`src/hdl/mbe_pkg.sv`:
```
`default_nettype none
// ----------------------------------------------------------------------------
// mbe_pkg
// Shared types and constants for the escape-time block.
// ----------------------------------------------------------------------------
package mbe_pkg;

    localparam int COORD_W   = 32;              // coordinate width, Q4.28
    localparam int FRAC_BITS = 28;              // fraction bits of coordinates
    localparam int ITER_W    = 16;              // iteration counter width
    localparam int SHADE_W   = 8;               // grey level width

    localparam int ZW = COORD_W + 2;            // z register width, holds z*z + c
    localparam int MW = FRAC_BITS + 3;          // multiplier operand, |z| <= 2
    localparam int PW = 2 * MW;                 // product width
    localparam int DW = ITER_W + SHADE_W + 1;   // divider remainder width

    localparam logic [ITER_W-1:0]  MAX_ITER_RST = ITER_W'(256);
    localparam logic [SHADE_W-1:0] SHADE_FULL   = {SHADE_W{1'b1}};

    typedef struct packed {
        logic signed [COORD_W-1:0] c_real;
        logic signed [COORD_W-1:0] c_imag;
    } t_in_word;

    typedef struct packed {
        logic [ITER_W-1:0]  iteration_count;
        logic [SHADE_W-1:0] shade;
    } t_out_word;

    typedef enum logic [2:0] {
        ST_IDLE,
        ST_TEST,
        ST_UPDATE,
        ST_DIVIDE,
        ST_DELIVER
    } t_state;

    typedef struct packed {
        logic load;     // take c, set z = c, clear count
        logic square;   // register the three products
        logic update;   // z = z*z + c, count + 1
    } t_core_ctrl;

    typedef struct packed {
        logic              stop;    // limit reached or |z| component > 2
        logic              escape;  // |z|^2 > 4 from registered products
        logic [ITER_W-1:0] count;
    } t_core_stat;

    typedef struct packed {
        logic               done;   // one-cycle pulse, shade valid from then on
        logic [SHADE_W-1:0] shade;
    } t_div_stat;

endpackage
`default_nettype wire

```
`src/hdl/mbe_shade_div.sv`:
```
`default_nettype none
// ----------------------------------------------------------------------------
// mbe_shade_div
// Restoring divider, one quotient bit a cycle: 255 - ceil(255*count/limit).
// ----------------------------------------------------------------------------
module mbe_shade_div (
    input  wire logic                       i_clk,
    input  wire logic                       i_rst_n,
    input  wire logic                       i_start,
    input  wire logic [mbe_pkg::ITER_W-1:0] i_count,
    input  wire logic [mbe_pkg::ITER_W-1:0] i_limit,
    output mbe_pkg::t_div_stat              o_stat
);
    import mbe_pkg::*;

    localparam int SW = $clog2(SHADE_W);

    logic              r_busy, r_done, r_zero;
    logic [SW-1:0]     r_step;
    logic [DW-1:0]     r_rem, r_dvs;
    logic [SHADE_W-1:0] r_q;

    logic [DW-1:0] dividend, trial;
    logic          fits;

    // 255*count + limit - 1, rounds the quotient up
    assign dividend = ((DW'(i_count) << SHADE_W) - DW'(i_count))
                      + DW'(i_limit) - DW'(1);
    assign trial = r_rem - r_dvs;
    assign fits  = r_rem >= r_dvs;

    assign o_stat.done  = r_done;
    assign o_stat.shade = r_zero ? SHADE_FULL : SHADE_FULL - r_q;

    always_ff @(posedge i_clk) begin
        if (!i_rst_n) begin
            r_busy <= 1'b0;
            r_done <= 1'b0;
        end else begin
            r_done <= r_busy && (r_step == '0);
            if (i_start) begin
                r_busy <= 1'b1;
            end else if (r_step == '0) begin
                r_busy <= 1'b0;
            end
        end
    end

    always_ff @(posedge i_clk) begin
        if (i_start) begin
            r_rem  <= dividend;
            r_dvs  <= DW'(i_limit) << (SHADE_W - 1);
            r_step <= SW'(SHADE_W - 1);
            r_zero <= (i_limit == '0);
            r_q    <= '0;
        end else if (r_busy) begin
            if (fits) begin
                r_rem <= trial;
            end
            r_q    <= {r_q[SHADE_W-2:0], fits};
            r_dvs  <= r_dvs >> 1;
            r_step <= r_step - SW'(1);
        end
    end

endmodule
`default_nettype wire

```
`config.mk`:
```
export PLATFORM = sky130hd
export DESIGN_NAME = mbe_shade_div
export DESIGN_NICKNAME = d
export VERILOG_FILES = /design/src/hdl/mbe_pkg.sv /design/src/hdl/mbe_shade_div.sv
export SDC_FILE = /design/constraint.sdc
export NUM_CORES = 1
export LEC_CHECK = 0
export ABC_AREA = 1
export BUFFER_PORTS_ARGS = -buffer_cell sky130_fd_sc_hd__buf_2
export CORE_ASPECT_RATIO = 0.6
export CORE_UTILIZATION = 50
export CTS_BUF_LIST = sky130_fd_sc_hd__clkbuf_8
export DETAILED_ROUTE_END_ITERATION = 12
export GPL_TIMING_DRIVEN = 0
export PLACE_DENSITY_LB_ADDON = 0.2
export SLEW_MARGIN = 25
export SYNTH_ARGS = -nofsm -noshare
export SYNTH_HDL_FRONTEND = slang
export SYNTH_SLANG_ARGS = --single-unit
```
`constraint.sdc`:
```
create_clock -name i_clk -period 5.8 [get_ports i_clk]
set_input_delay 0 -clock i_clk [delete_from_list [all_inputs] [get_ports i_clk]]
set_output_delay 0 -clock i_clk [all_outputs]
set_load 0.005 [all_outputs]
```
### After elaboration in Yosys (flattened, before gate mapping)

Index checks and enable logic that the tools add are counted.

| storage, ports and cells | value |
|---|---|
| ROM bits | 0 |
| memories | 0 |
| word-level logic and storage cells | 30 |
| bits in registers | 62 |
| output and inout port bits | 9 |
| input bits | 35 |
| bits in latches | 0 |
| memory bits (writable) | 0 |

| cells by class | value |
|---|---|
| magnitude comparators | 1 |
| add/sub/neg operators | 6 |
| reductions and logical operators | 7 |
| $mul | 0 |
| shifts and indexed selects | 0 |
| equal/unequal tests | 0 |
| muxes and demuxes | 8 |
| divide/modulo/power cells | 0 |
| bitwise operators | 0 |

Operators with widths:

| kind | number |
|---|---|
| $mux 25 | 3 |
| $mux 23 | 2 |
| $add 25x16->25 | 1 |
| $ge 25x23->1 | 1 |
| $sub 24x16->25 | 1 |
| $sub 25x1->25 const B | 1 |
| $sub 25x23->25 | 1 |
| $logic_not 16->1 | 1 |
| $mux 8 | 1 |
| $sub 8x8->8 const A | 1 |
| $reduce_bool 2->1 | 3 |
| $logic_not 3->1 | 1 |
| $sub 3x1->3 const B | 1 |
| $mux 1 | 2 |
| $reduce_and 2->1 | 1 |
| $logic_and 1x1->1 | 1 |

### Logic depth before layout (Yosys ltp)

Gate-level depths: netlist of run 1.

| depth | value |
|---|---|
| depth after elaboration | 4 |
| mapped depth | 15 |
| gate-level depth less buffers | 15 |

### Worst setup path before layout of run 1

No wires, ideal clock.

| path | value |
|---|---|
| kind | register to register |
| start point | register r_rem[20] |
| end point | register r_rem[0], enable pin |
| required time | 5.418 ns |
| library setup time | 0.382 ns |
| period minus slack after synthesis | 2.297 ns |
| buffers on the path | 0 |
| path slack | 3.503 ns |
| stages on the path, launching flop included | 10 |
| data arrival time | 1.915 ns |
| path through | edfxtp_1 > ha_1 > nand2_1 > nor2_2 > and3_1 > nand2_1 > and2_1 > nand3_2 > nand2_1 > nand2_1 |

| between the ends | value |
|---|---|
| cells in the longest elaborated chain, start to end | 3 |

RTL lines:

| what | line | text |
|---|---|---|
| from (decl) | mbe_shade_div.sv:20 | `logic [DW-1:0] r_rem, r_dvs;` |
| from (signal assigned) | mbe_shade_div.sv:51 | `r_rem <= dividend;` |
| from (signal assigned) | mbe_shade_div.sv:58 | `r_rem <= trial;` |
| $ge 25x23->1 | mbe_shade_div.sv:30 | `assign fits = r_rem >= r_dvs;` |
| $reduce_bool 2->1 (no source line) | -- |  |
| $reduce_and 2->1 (no source line) | -- |  |

No other way between the ends.
A chain may end at the register's enable or synchronous reset.

### Worst setup path after layout of run 1

| path | value |
|---|---|
| start point | register r_rem[8] |
| end point | register r_rem[20], enable pin |

Same word-level chain as after synthesis.

==> impl_metrics.csv, run 1 <==
group,metric,value,unit
sta,timing.fmax,383,MHz
synth,ys_types,37,
floorplanning,start_util,52.7,%
route,drt_pass1_iterations,6,
global_routing,grt_pass1_vias,5573,
critical_path,crit_arrival,2.61,ns
sta,period_share,45.1,%
floorplanning,pin_count,44,
critical_path,start_kind,"flip-flop",
critical_path,critPathSlowestCell,"nand2_2",
route,wl,19.8,mm
sta,min_period,2.61,ns
run,maxCapViolCount,0,
worst_hold_path,hold_depth,3,
critical_path,crit_path_max_fanout,25,
outcome,outcome,"finished clean",
sta,finalSetupTns,0,ns
critical_path,worstSetupEndpointType,"flip-flop",
synth,async_flop_share,0,%
global_routing,grt_max_degree,26,
synth,syn-num-nets,1140,
cts,cts_tree,"done",
placed_design,gp_congestion,0.986,
sta,final-hold-violation-count,0,
cells_and_area,nFillCells,1260,
placed_design,numPortBuffers,43,
route,route.detailed.drc,0,
critical_path,path_class,"flip-flop to flip-flop",
global_routing,grt_first_pass_wirelength,30.7,mm
critical_path,cp.required,5.80,ns
global_routing,grt_overflow,0,
synth,synth_edf_count,42,
sta,setup_viol,0,
cells_and_area,antenna_cells,0,
cells_and_area,final_cells,1272,
global_routing,antenna_found_initial,0,
floorplanning,dieHeight,90.5,um
sta,worst_clock_skew,0.00706,ns
cts,clockBufferDepth,2,
floorplanning,rows,31,
worst_hold_path,hold_class,"input pin to flip-flop",
cts,clk_pin_slew,0.07,ns
cells_and_area,area_growth,10.5,%
sta,timing_worst_slew_pin_value,0.668,ns
cts,clock-sinks,62,
sta,rsz0062_at_grt,"no",
sta,relSlewSlack,55.4,%
pwr,power_density,299,mW/mm^2
cells_and_area,drive_gt1_share,10.3,%
cells_and_area,fin_nets,1203,
cells_and_area,multi_input_area,0.00388,sq mm
cts,h-tree-depth,3,
floorplanning,coreArea,0.0124,sq mm
route,drtAntennaViolNets,0,
synth,syn_inst,1039,
synth,netlist_top_cells_area,"nand2_1 21%, edfxtp_1 19%, inv_1 14%, ha_1 11%, dfxtp_1 6.1%",
critical_path,crit_path_cell_trace,"ha_1 -> nand2_1 -> inv_1 -> nand2_1 -> nand2_1 -> inv_1 -> nand3_2 -> nand3_1 -> nand3_2 -> nand2_1 -> nand2_2",
synth,ys_seq_area_share,25.5,%
route,wl_per_cell,15.5,um
floorplanning,dieArea,0.0135,sq mm
pwr,ir_drop,0.166,mV
sta,slew_viol_final,0,
synth,ys_warn_count,0,
critical_path,max_stage_delay,0.47,ns
pwr,leakage,0.00409,uW
cts,postCtsSetupBuffers,0,
synth,synthFlopType,"edfxtp_1",
route,vias,6564,
critical_path,critical_path.most_common_cell,"nand2_1",
placed_design,dpl.hpwl,16.5,mm
global_routing,grt_usage,30.5,%
cts,insertion_delay,0.36,ns
floorplanning,die_w,149,um
cts,numCtsBuffers,9,
critical_path,rr_worst_depth,11,
route,drt_iter0_drc,713,
cells_and_area,final-seq-area,0.00166,sq mm
placed_design,placedCellCount,1247,
synth,syn_area,0.00652,sq mm
cts,clockRootBuffer,"clkbuf_8",
synth,synth-seq-cells,62,
synth,synth_top_area_share,21.3,%
synth,post_synth.cell_area_avg,6.28,sq um
synth,yosys.area.top_type,"nand2_1",
route,viasPerCell,5.16,
## final timing paths
| path | startpoint | to | slack (ns) |
|---|---|---|---|
| max | r_rem[8] | r_rem[20] | 3.19 |
| min | i_limit[6] | r_dvs[13] | 0.01 |
| max reg2reg | r_rem[8] | r_rem[20] | 3.19 |
| min reg2reg | r_q[7] | r_q[7] | 0.46 |
## kinds of logic after synthesis
kind of cell / Yosys count / share of synthesized area, %
AO/OA/AOI/OAI: 82 / 6.75
XOR/XNOR: 8 / 1.07
buffers and inverters: 259 / 15.1
adder cells (fa/ha/maj): 66 / 13.8
flip-flops: 62 / 25.5
AND/OR/NAND/NOR: 562 / 37.8
## critical path, delay by kind of cell (launching register included)
family / cells / cell delay [ns]
and+or+nand+nor: 8 / 1.31
adders and majority gates: 1 / 0.39
DFF: 1 / 0.38
buffers and inverters: 2 / 0.16
## placed cells by master, fill, tap and decap left out, types with 2 or more instances in the layout
master / instances
o22ai_1: 17
fa_1: 10
edfxtp_1: 42
nand3b_1: 8
o21ai_0: 26
xor2_1: 7
o21ai_1: 4
dlygate4sd3_1: 9
inv_2: 2
nand3_1: 63
inv_1: 245
nor4_1: 3
inv_4: 2
clkbuf_1: 3
a21oi_1: 32
nand2_1: 369
nor2_4: 4
and2_1: 4
clkbuf_8: 9
ha_1: 56
clkinv_2: 3
dfxtp_1: 20
nor2_2: 10
nor3_1: 3
nand3_2: 7
buf_2: 50
nand4_1: 15
nand2_2: 19
nor2_1: 51
## sequential cells by signal (all words and copies together) (netlist names)
name / count
r_busy: 1
r_rem: 25
r_step: 3
r_dvs: 23
r_done: 1
r_q: 8
r_zero: 1
## stage by stage
step	util [%]	power, uW	instance area (sq um)	worst slack (ns)	hold WS [ns]
6_report	58.2	2150	7210	3.19	0.0138
5_1_grt	58.2	2340	7210	2.94	0.0230
4_1_cts	58.2	2130	7210	3.22	0.00451
3_5_place_dp	56.1	1770	6940	3.23	0.224
3_3_place_gp	56.1	1750	6940	2.88	0.216
2_1_floorplan	-	1480	6520	3.50	0.112
## cells in the mapped netlist (8+ instances only)
library cell,number
fa_1,10
nand4_1,15
ha_1,56
o21ai_0,26
nor2_1,51
nand3_1,63
nand2_2,18
nand2_1,370
dfxtp_1,20
a21oi_1,32
o22ai_1,17
nand3b_1,8
nor2_2,10
inv_1,245
edfxtp_1,42
## power breakdown
part | total, uW | internal, uW | switching (uW)
logic | 1210 | 392 | 820
clock network | 352 | 157 | 195
registers | 592 | 568 | 24.2
total | 2150 | 1120 | 1040
## area by class of cell
| class | count | area share, % |
|---|---|---|
| multi-input cells | 718 | 53.8 |
| flip-flops and latches | 62 | 23.1 |
| inverters | 248 | 12.9 |
| repair buffers | 52 | 4.24 |
| well taps | 165 | 2.87 |
| clock buffers | 9 | 1.72 |
| plain buffers | 11 | 0.747 |
| clock inverters | 7 | 0.660 |
## what timing repair did
item / 4_1_cts / 5_1_grt
hold endpoints to repair: 10 / 0
resized for setup: 0 / 0
hold buffers: 9 / 0
## layer usage
layer  vias to the layer above  track usage [%]  share of wire, %
li1                       3334                -                 -
met5                         -                0                 0
met2                       318             36.3                33
met3                        15             10.6                14
met1                      2897             50.3                52
met4                         0             4.59              0.50
Note: power is estimated with default switching activity, not from simulation.
==> inputs of run 2 (changes only) <==
==> constraint.sdc (replaced) <==
create_clock -name i_clk -period 2.2 [get_ports i_clk]
set_input_delay 0 -clock i_clk [delete_from_list [all_inputs] [get_ports i_clk]]
set_output_delay 0 -clock i_clk [all_outputs]
set_load 0.005 [all_outputs]
==> impl_metrics.csv, run 2 (synthesis results as in run 1) <==
group,metric,value,unit
outcome,outcome,"finished clean",
route,wl,20.8,mm
cells_and_area,fin_nets,1214,
sta,rsz0062_at_grt,"no",
sta,relSlewSlack,54.7,%
pwr,p_int,3530,uW
sta,period_share,97.0,%
floorplanning,pin_count,44,
cells_and_area,final_common_cell,"nand2_1",
cts,clockRootBuffer,"clkbuf_8",
floorplanning,coreArea,0.0124,sq mm
route,drt_pass1_iterations,5,
cts,insertion_delay,0.36,ns
pwr,pwr-share-seq,25.0,%
pwr,p_sw,2980,uW
pwr,leakage,0.00418,uW
global_routing,grt_max_degree,26,
critical_path,start_kind,"flip-flop",
cells_and_area,reg_top3,"r_rem (25), r_dvs (23), r_q (8)",
global_routing,grt_overflow,0,
route,wl_per_cell,16.2,um
sta,setup_viol,0,
global_routing,antenna_found_initial,0,
route,drt_iter0_drc,749,
pwr,ir_drop,0.453,mV
sta,timing_worst_slew_pin_value,0.680,ns
critical_path,crit_arrival,2.20,ns
cts,clock-sinks,62,
critical_path,crit_path_max_fanout,7,
sta,slew_viol_final,0,
pwr,pwr-share-clk,18.7,%
cells_and_area,largest_reg_flops,25,
pwr,power,6510,uW
run,maxCapViolCount,0,
worst_hold_path,hold_class,"input pin to flip-flop",
critical_path,cp.required,2.27,ns
cells_and_area,nFillCells,1138,
floorplanning,start_util,52.7,%
cells_and_area,layout_common_cells,"356 x nand2_1, 237 x inv_1, 61 x nand3_1, 50 x buf_2, 46 x nor2_1",
cts,h-tree-depth,3,
critical_path,worstSetupEndpointType,"flip-flop",
floorplanning,dieArea,0.0135,sq mm
global_routing,grt_first_pass_wirelength,31.4,mm
route,route.detailed.drc,0,
route,viasPerCell,5.18,
pwr,power_density,840,mW/mm^2
pwr,power.share.combinational,56.3,%
critical_path,path_class,"flip-flop to flip-flop",
cts,clockBufferDepth,2,
cells_and_area,drive_gt1_share,16.3,%
placed_design,dpl.hpwl,16.5,mm
cts,cts_tree,"done",
cells_and_area,finish.utilization,62.7,%
placed_design,gp_congestion,0.982,
cts,numCtsBuffers,9,
cells_and_area,area_growth,18.9,%
sta,timing.fmax,469,MHz
sta,final-hold-violation-count,0,
cells_and_area,top_register,"r_rem",
floorplanning,die_w,149,um
global_routing,grt_pass1_vias,5683,
floorplanning,dieHeight,90.5,um
placed_design,numPortBuffers,43,
route,drtAntennaViolNets,0,
pwr,swShare,45.8,%
sta,min_period,2.13,ns
floorplanning,rows,31,
cells_and_area,antenna_cells,0,
cts,clk_pin_slew,0.08,ns
global_routing,grt_usage,31.3,%
sta,worst_clock_skew,0.00886,ns
route,vias,6647,
==> run 2: cell count changes in the layout (fill, tap and decap cells not counted), moves of 8 or more <==
cell | previous run | this run
inv_2 | 2 | 10
inv_1 | 245 | 237
buf_4 | 1 | 9
nand2_1 | 369 | 356
ha_4 | 0 | 20
nand2_2 | 19 | 29
ha_1 | 56 | 33
==> run 2: per-layer routing <==
metal  GRT usage [%]  wire length, um  up-vias
met3            9.60             2840       21
met2            37.4             7140      343
met5               0                0        -
met4            4.93              187        0
met1            52.2            10700     2913
li1                -                -     3370
==> run 2: final cells by class <==
type                            instances  area [sq um]  share of cell area (%)
Buffer                                 11          53.8                   0.694
Clock buffer                            9           124                    1.60
Clock inverter                          7           104                    1.34
Inverter                              248           931                    12.0
Multi-Input combinational cell        721          4310                    55.6
Sequential cell                        62          1660                    21.4
Tap cell                              165           206                    2.66
Timing Repair Buffer                   60           365                    4.71
==> run 2: what timing repair did <==
action,in CTS,in global routing
setup buffers,0,8
cloned,2,1
pin swaps,3,17
hold buffers,9,0
hold endpoints to repair,10,0
setup endpoints to repair,25,32
resized for setup,13,63
==> run 2: through the flow <==
stage	worst slack [ns]	TNS [ns]	std cells	cell area (sq um)	hold WS [ns]
finish	0.0660	0	1283	7750	0.00204
global placement	-0.351	-10.04	1247	6940	0.214
floorplan	0.136	0	1039	6520	0.112
detailed placement	-0.392	-11.18	1247	6940	0.218
global route	0.000885	0	1283	7750	0.0232
CTS	0.00254	0	1274	7360	0.00154
==> run 2: worst paths after layout <==
kind	startpoint	endpoint	slack, ns	cells after the start
setup / recovery	r_rem[8]	r_rem[24]	0.07	9
hold / removal	i_limit[6]	r_dvs[13]	0.002	3
setup reg to reg	r_rem[8]	r_rem[24]	0.07	9
hold reg to reg	r_q[7]	r_q[7]	0.47	2
==> run 2: power groups by stage <==
| stage | Sequential (uW) | Clock [uW] | Combinational (uW) |
|---|---|---|---|
| after floorplan | 1570 | 0 | 2320 |
| after global placement | 1580 | 0 | 3030 |
| after detailed placement | 1590 | 0 | 3070 |
| after CTS | 1570 | 1220 | 3170 |
| after global routing | 1650 | 1260 | 4090 |
| final | 1630 | 1220 | 3660 |
==> run 2: critical path, cell delays in order, from the launching register on <==
cell and delay, ns:
edfxtp_1 0.43, ha_4 0.32, nand2_2 0.09, nor2_2 0.17, nand3_1 0.14, nand3_4 0.13, nand3_2 0.10, nand3_4 0.15
nand2_8 0.13, nand2_8 0.16
==> inputs of run 3 (changes only) <==
--- a/config.mk
+++ b/config.mk
@@ -13,6 +13,7 @@
 export DETAILED_ROUTE_END_ITERATION = 12
 export GPL_TIMING_DRIVEN = 0
 export PLACE_DENSITY_LB_ADDON = 0.2
+export SETUP_SLACK_MARGIN = 0.5
 export SLEW_MARGIN = 25
 export SYNTH_ARGS = -nofsm -noshare
 export SYNTH_HDL_FRONTEND = slang
==> constraint.sdc (replaced) <==
create_clock -name i_clk -period 2.4 [get_ports i_clk]
set_input_delay 0 -clock i_clk [delete_from_list [all_inputs] [get_ports i_clk]]
set_output_delay 0 -clock i_clk [all_outputs]
set_load 0.005 [all_outputs]
==> impl_metrics.csv, run 3 (synthesis results as in run 1) <==
group,metric,value,unit
cells_and_area,layout_common_cells,"323 x nand2_1, 227 x inv_1, 53 x nand2_2, 49 x nand3_1, 49 x buf_2",
sta,slew_viol_final,0,
worst_hold_path,hold_depth,3,
cells_and_area,nFillCells,1067,
pwr,power_density,758,mW/mm^2
cells_and_area,drive_gt1_share,24.0,%
sta,worst_clock_skew,0.0153,ns
critical_path,reg2reg_from,"r_rem[8]",
cells_and_area,largest_reg_flops,25,
floorplanning,dieArea,0.0135,sq mm
floorplanning,dieHeight,90.5,um
cells_and_area,top_register,"r_rem",
placed_design,placedCellCount,1247,
worst_hold_path,hp-start,"i_limit[3]",
pwr,p_int,3250,uW
placed_design,dpl.hpwl,16.8,mm
route,routed.top_layer,"met4",
sta,timing.fmax,491,MHz
sta,timing_worst_slew_pin_value,0.597,ns
critical_path,reg2reg_setup_slack,0.38,ns
critical_path,start_kind,"input pin",
cts,clockRootBuffer,"clkbuf_8",
cells_and_area,reg_top3,"r_rem (25), r_dvs (23), r_q (8)",
critical_path,reg2reg_to,"r_rem[1]",
pwr,leakage,0.00431,uW
pwr,pwr-share-seq,24.0,%
global_routing,grt_pass1_vias,6164,
route,route.detailed.drc,0,
global_routing,grt_first_pass_wirelength,33.4,mm
floorplanning,rows,31,
sta,period_share,84.8,%
cts,h-tree-depth,3,
floorplanning,die_w,149,um
route,wl_met1,10.6,mm
floorplanning,coreArea,0.0124,sq mm
critical_path,crit_path_max_fanout,4,
critical_path,crit_arrival,2.15,ns
cells_and_area,area_growth,26.4,%
run,maxCapViolCount,0,
pwr,swShare,48.0,%
pwr,p_sw,3000,uW
cells_and_area,finish.utilization,66.6,%
pwr,ir_drop,0.481,mV
cts,numCtsBuffers,9,
sta,rsz0062_at_grt,"yes",
route,drtAntennaViolNets,0,
floorplanning,start_util,52.7,%
placed_design,gp_congestion,0.979,
critical_path,cp.required,2.52,ns
floorplanning,pin_count,44,
global_routing,antenna_found_initial,1,
cts,cts_tree,"done",
critical_path,path_class,"input pin to flip-flop",
route,wl_met2,8.18,mm
cells_and_area,final_common_cell,"nand2_1",
sta,setup_viol,0,
route,drt_pass1_iterations,5,
sta,final-hold-violation-count,0,
cells_and_area,fin_nets,1228,
sta,min_period,2.04,ns
global_routing,grt_overflow,0,
critical_path,worstSetupEndpointType,"flip-flop",
pwr,pwr-share-clk,13.9,%
route,vias,6909,
route,viasPerCell,5.32,
worst_hold_path,hold_class,"input pin to flip-flop",
global_routing,grt_max_degree,26,
cells_and_area,final_cells,1298,
cts,clockBufferDepth,2,
route,drt_iter0_drc,735,
pwr,power.share.combinational,62.1,%
global_routing,grt_usage,33.1,%
cts,clock-sinks,62,
route,wl_per_cell,16.9,um
placed_design,numPortBuffers,43,
worst_hold_path,holdPathEnd,"r_dvs[10]",
cts,clk_pin_slew,0.07,ns
route,wl,22.0,mm
critical_path,rr_worst_depth,9,
cts,insertion_delay,0.37,ns
route,route.met3.wl,3.06,mm
outcome,outcome,"finished clean",
sta,relSlewSlack,60.2,%
run 3: cell count changes in the layout (fill, tap and decap cells not counted), moves of 7 or more:
| cell | before | now |
|---|---|---|
| buf_4 | 9 | 20 |
| ha_1 | 33 | 24 |
| ha_4 | 20 | 30 |
| inv_1 | 237 | 227 |
| inv_2 | 10 | 19 |
| nand2_1 | 356 | 323 |
| nand2_2 | 29 | 53 |
| nand2_4 | 3 | 12 |
| nand3_1 | 61 | 49 |
| nand3_2 | 7 | 17 |
| nor2_1 | 46 | 39 |
| nor2_4 | 4 | 13 |
run 3: timing repair:
| item | 4_1_cts | 5_1_grt |
|---|---|---|
| gates cloned | 3 | 0 |
| hold buffers | 9 | 0 |
| setup buffers | 10 | 12 |
| gates resized for setup | 85 | 72 |
| setup endpoints to repair | 39 | 73 |
| endpoints found under the hold margin | 11 | 0 |
| pin swaps | 18 | 35 |
run 3: critical path, cell delays in order:
cell and delay, ns:
buf_2 0.10, clkinvlp_4 0.13, fa_1 0.50, inv_1 0.06
ha_4 0.29, nand2_1 0.12, inv_1 0.13, nand2_1 0.09
nor2_1 0.14, nand3_1 0.20, nand3_1 0.14, nand2_1 0.06
nand3_1 0.11, nand2_1 0.09
run 3: worst max path at each step:
stage | start | end | depth (start not counted)
2_1_floorplan | i_count[2] | r_rem[24] | 13
3_3_place_gp | i_count[2] | r_rem[20] | 13
3_5_place_dp | i_count[2] | r_rem[20] | 13
4_1_cts | r_rem[12] | r_rem[22] | 12
5_1_grt | r_rem[8] | r_rem[3] | 9
6_report | i_limit[12] | r_rem[21] | 14
run 3: power by group through the flow:
stage / Clock, uW / Combinational, uW / Sequential, uW
finish: 870 / 3880 / 1500
global route: 910 / 4250 / 1520
CTS: 863 / 3420 / 1500
detailed placement: 0 / 3010 / 1500
global placement: 0 / 2960 / 1500
floorplan: 0 / 2280 / 1480
run 3: layout make-up:
type | count | area [sq um] | share of cell area [%]
Buffer | 11 | 57.6 | 0.699
Multi-Input combinational cell | 721 | 4720 | 57.2
Sequential cell | 62 | 1660 | 20.2
Inverter | 248 | 935 | 11.3
Clock inverter | 7 | 45.0 | 0.547
Antenna cell | 1 | 2.50 | 0.0304
Tap cell | 165 | 206 | 2.51
Clock buffer | 9 | 124 | 1.50
Timing Repair Buffer | 74 | 490 | 5.95
run 3: routing by layer:
metal / vias to the layer above / track usage, %
met5: - / 0
met4: 0 / 4.85
met3: 18 / 10.1
met2: 377 / 43.4
met1: 3112 / 52.2
li1: 3402 / -
run 3: stage by stage:
stage	TNS [ns]	instance area [sq um]	hold WS [ns]	worst slack (ns)	power, uW
after global routing	0	8240	0.00957	0.329	6680
after floorplan	0	6720	0.112	0.504	3760
after detailed placement	-0.0106	7140	0.220	-0.0106	4510
after CTS	0	7900	0.00582	0.425	5780
after global placement	0	7140	0.216	0.0157	4460
final	0	8240	0.00894	0.364	6250
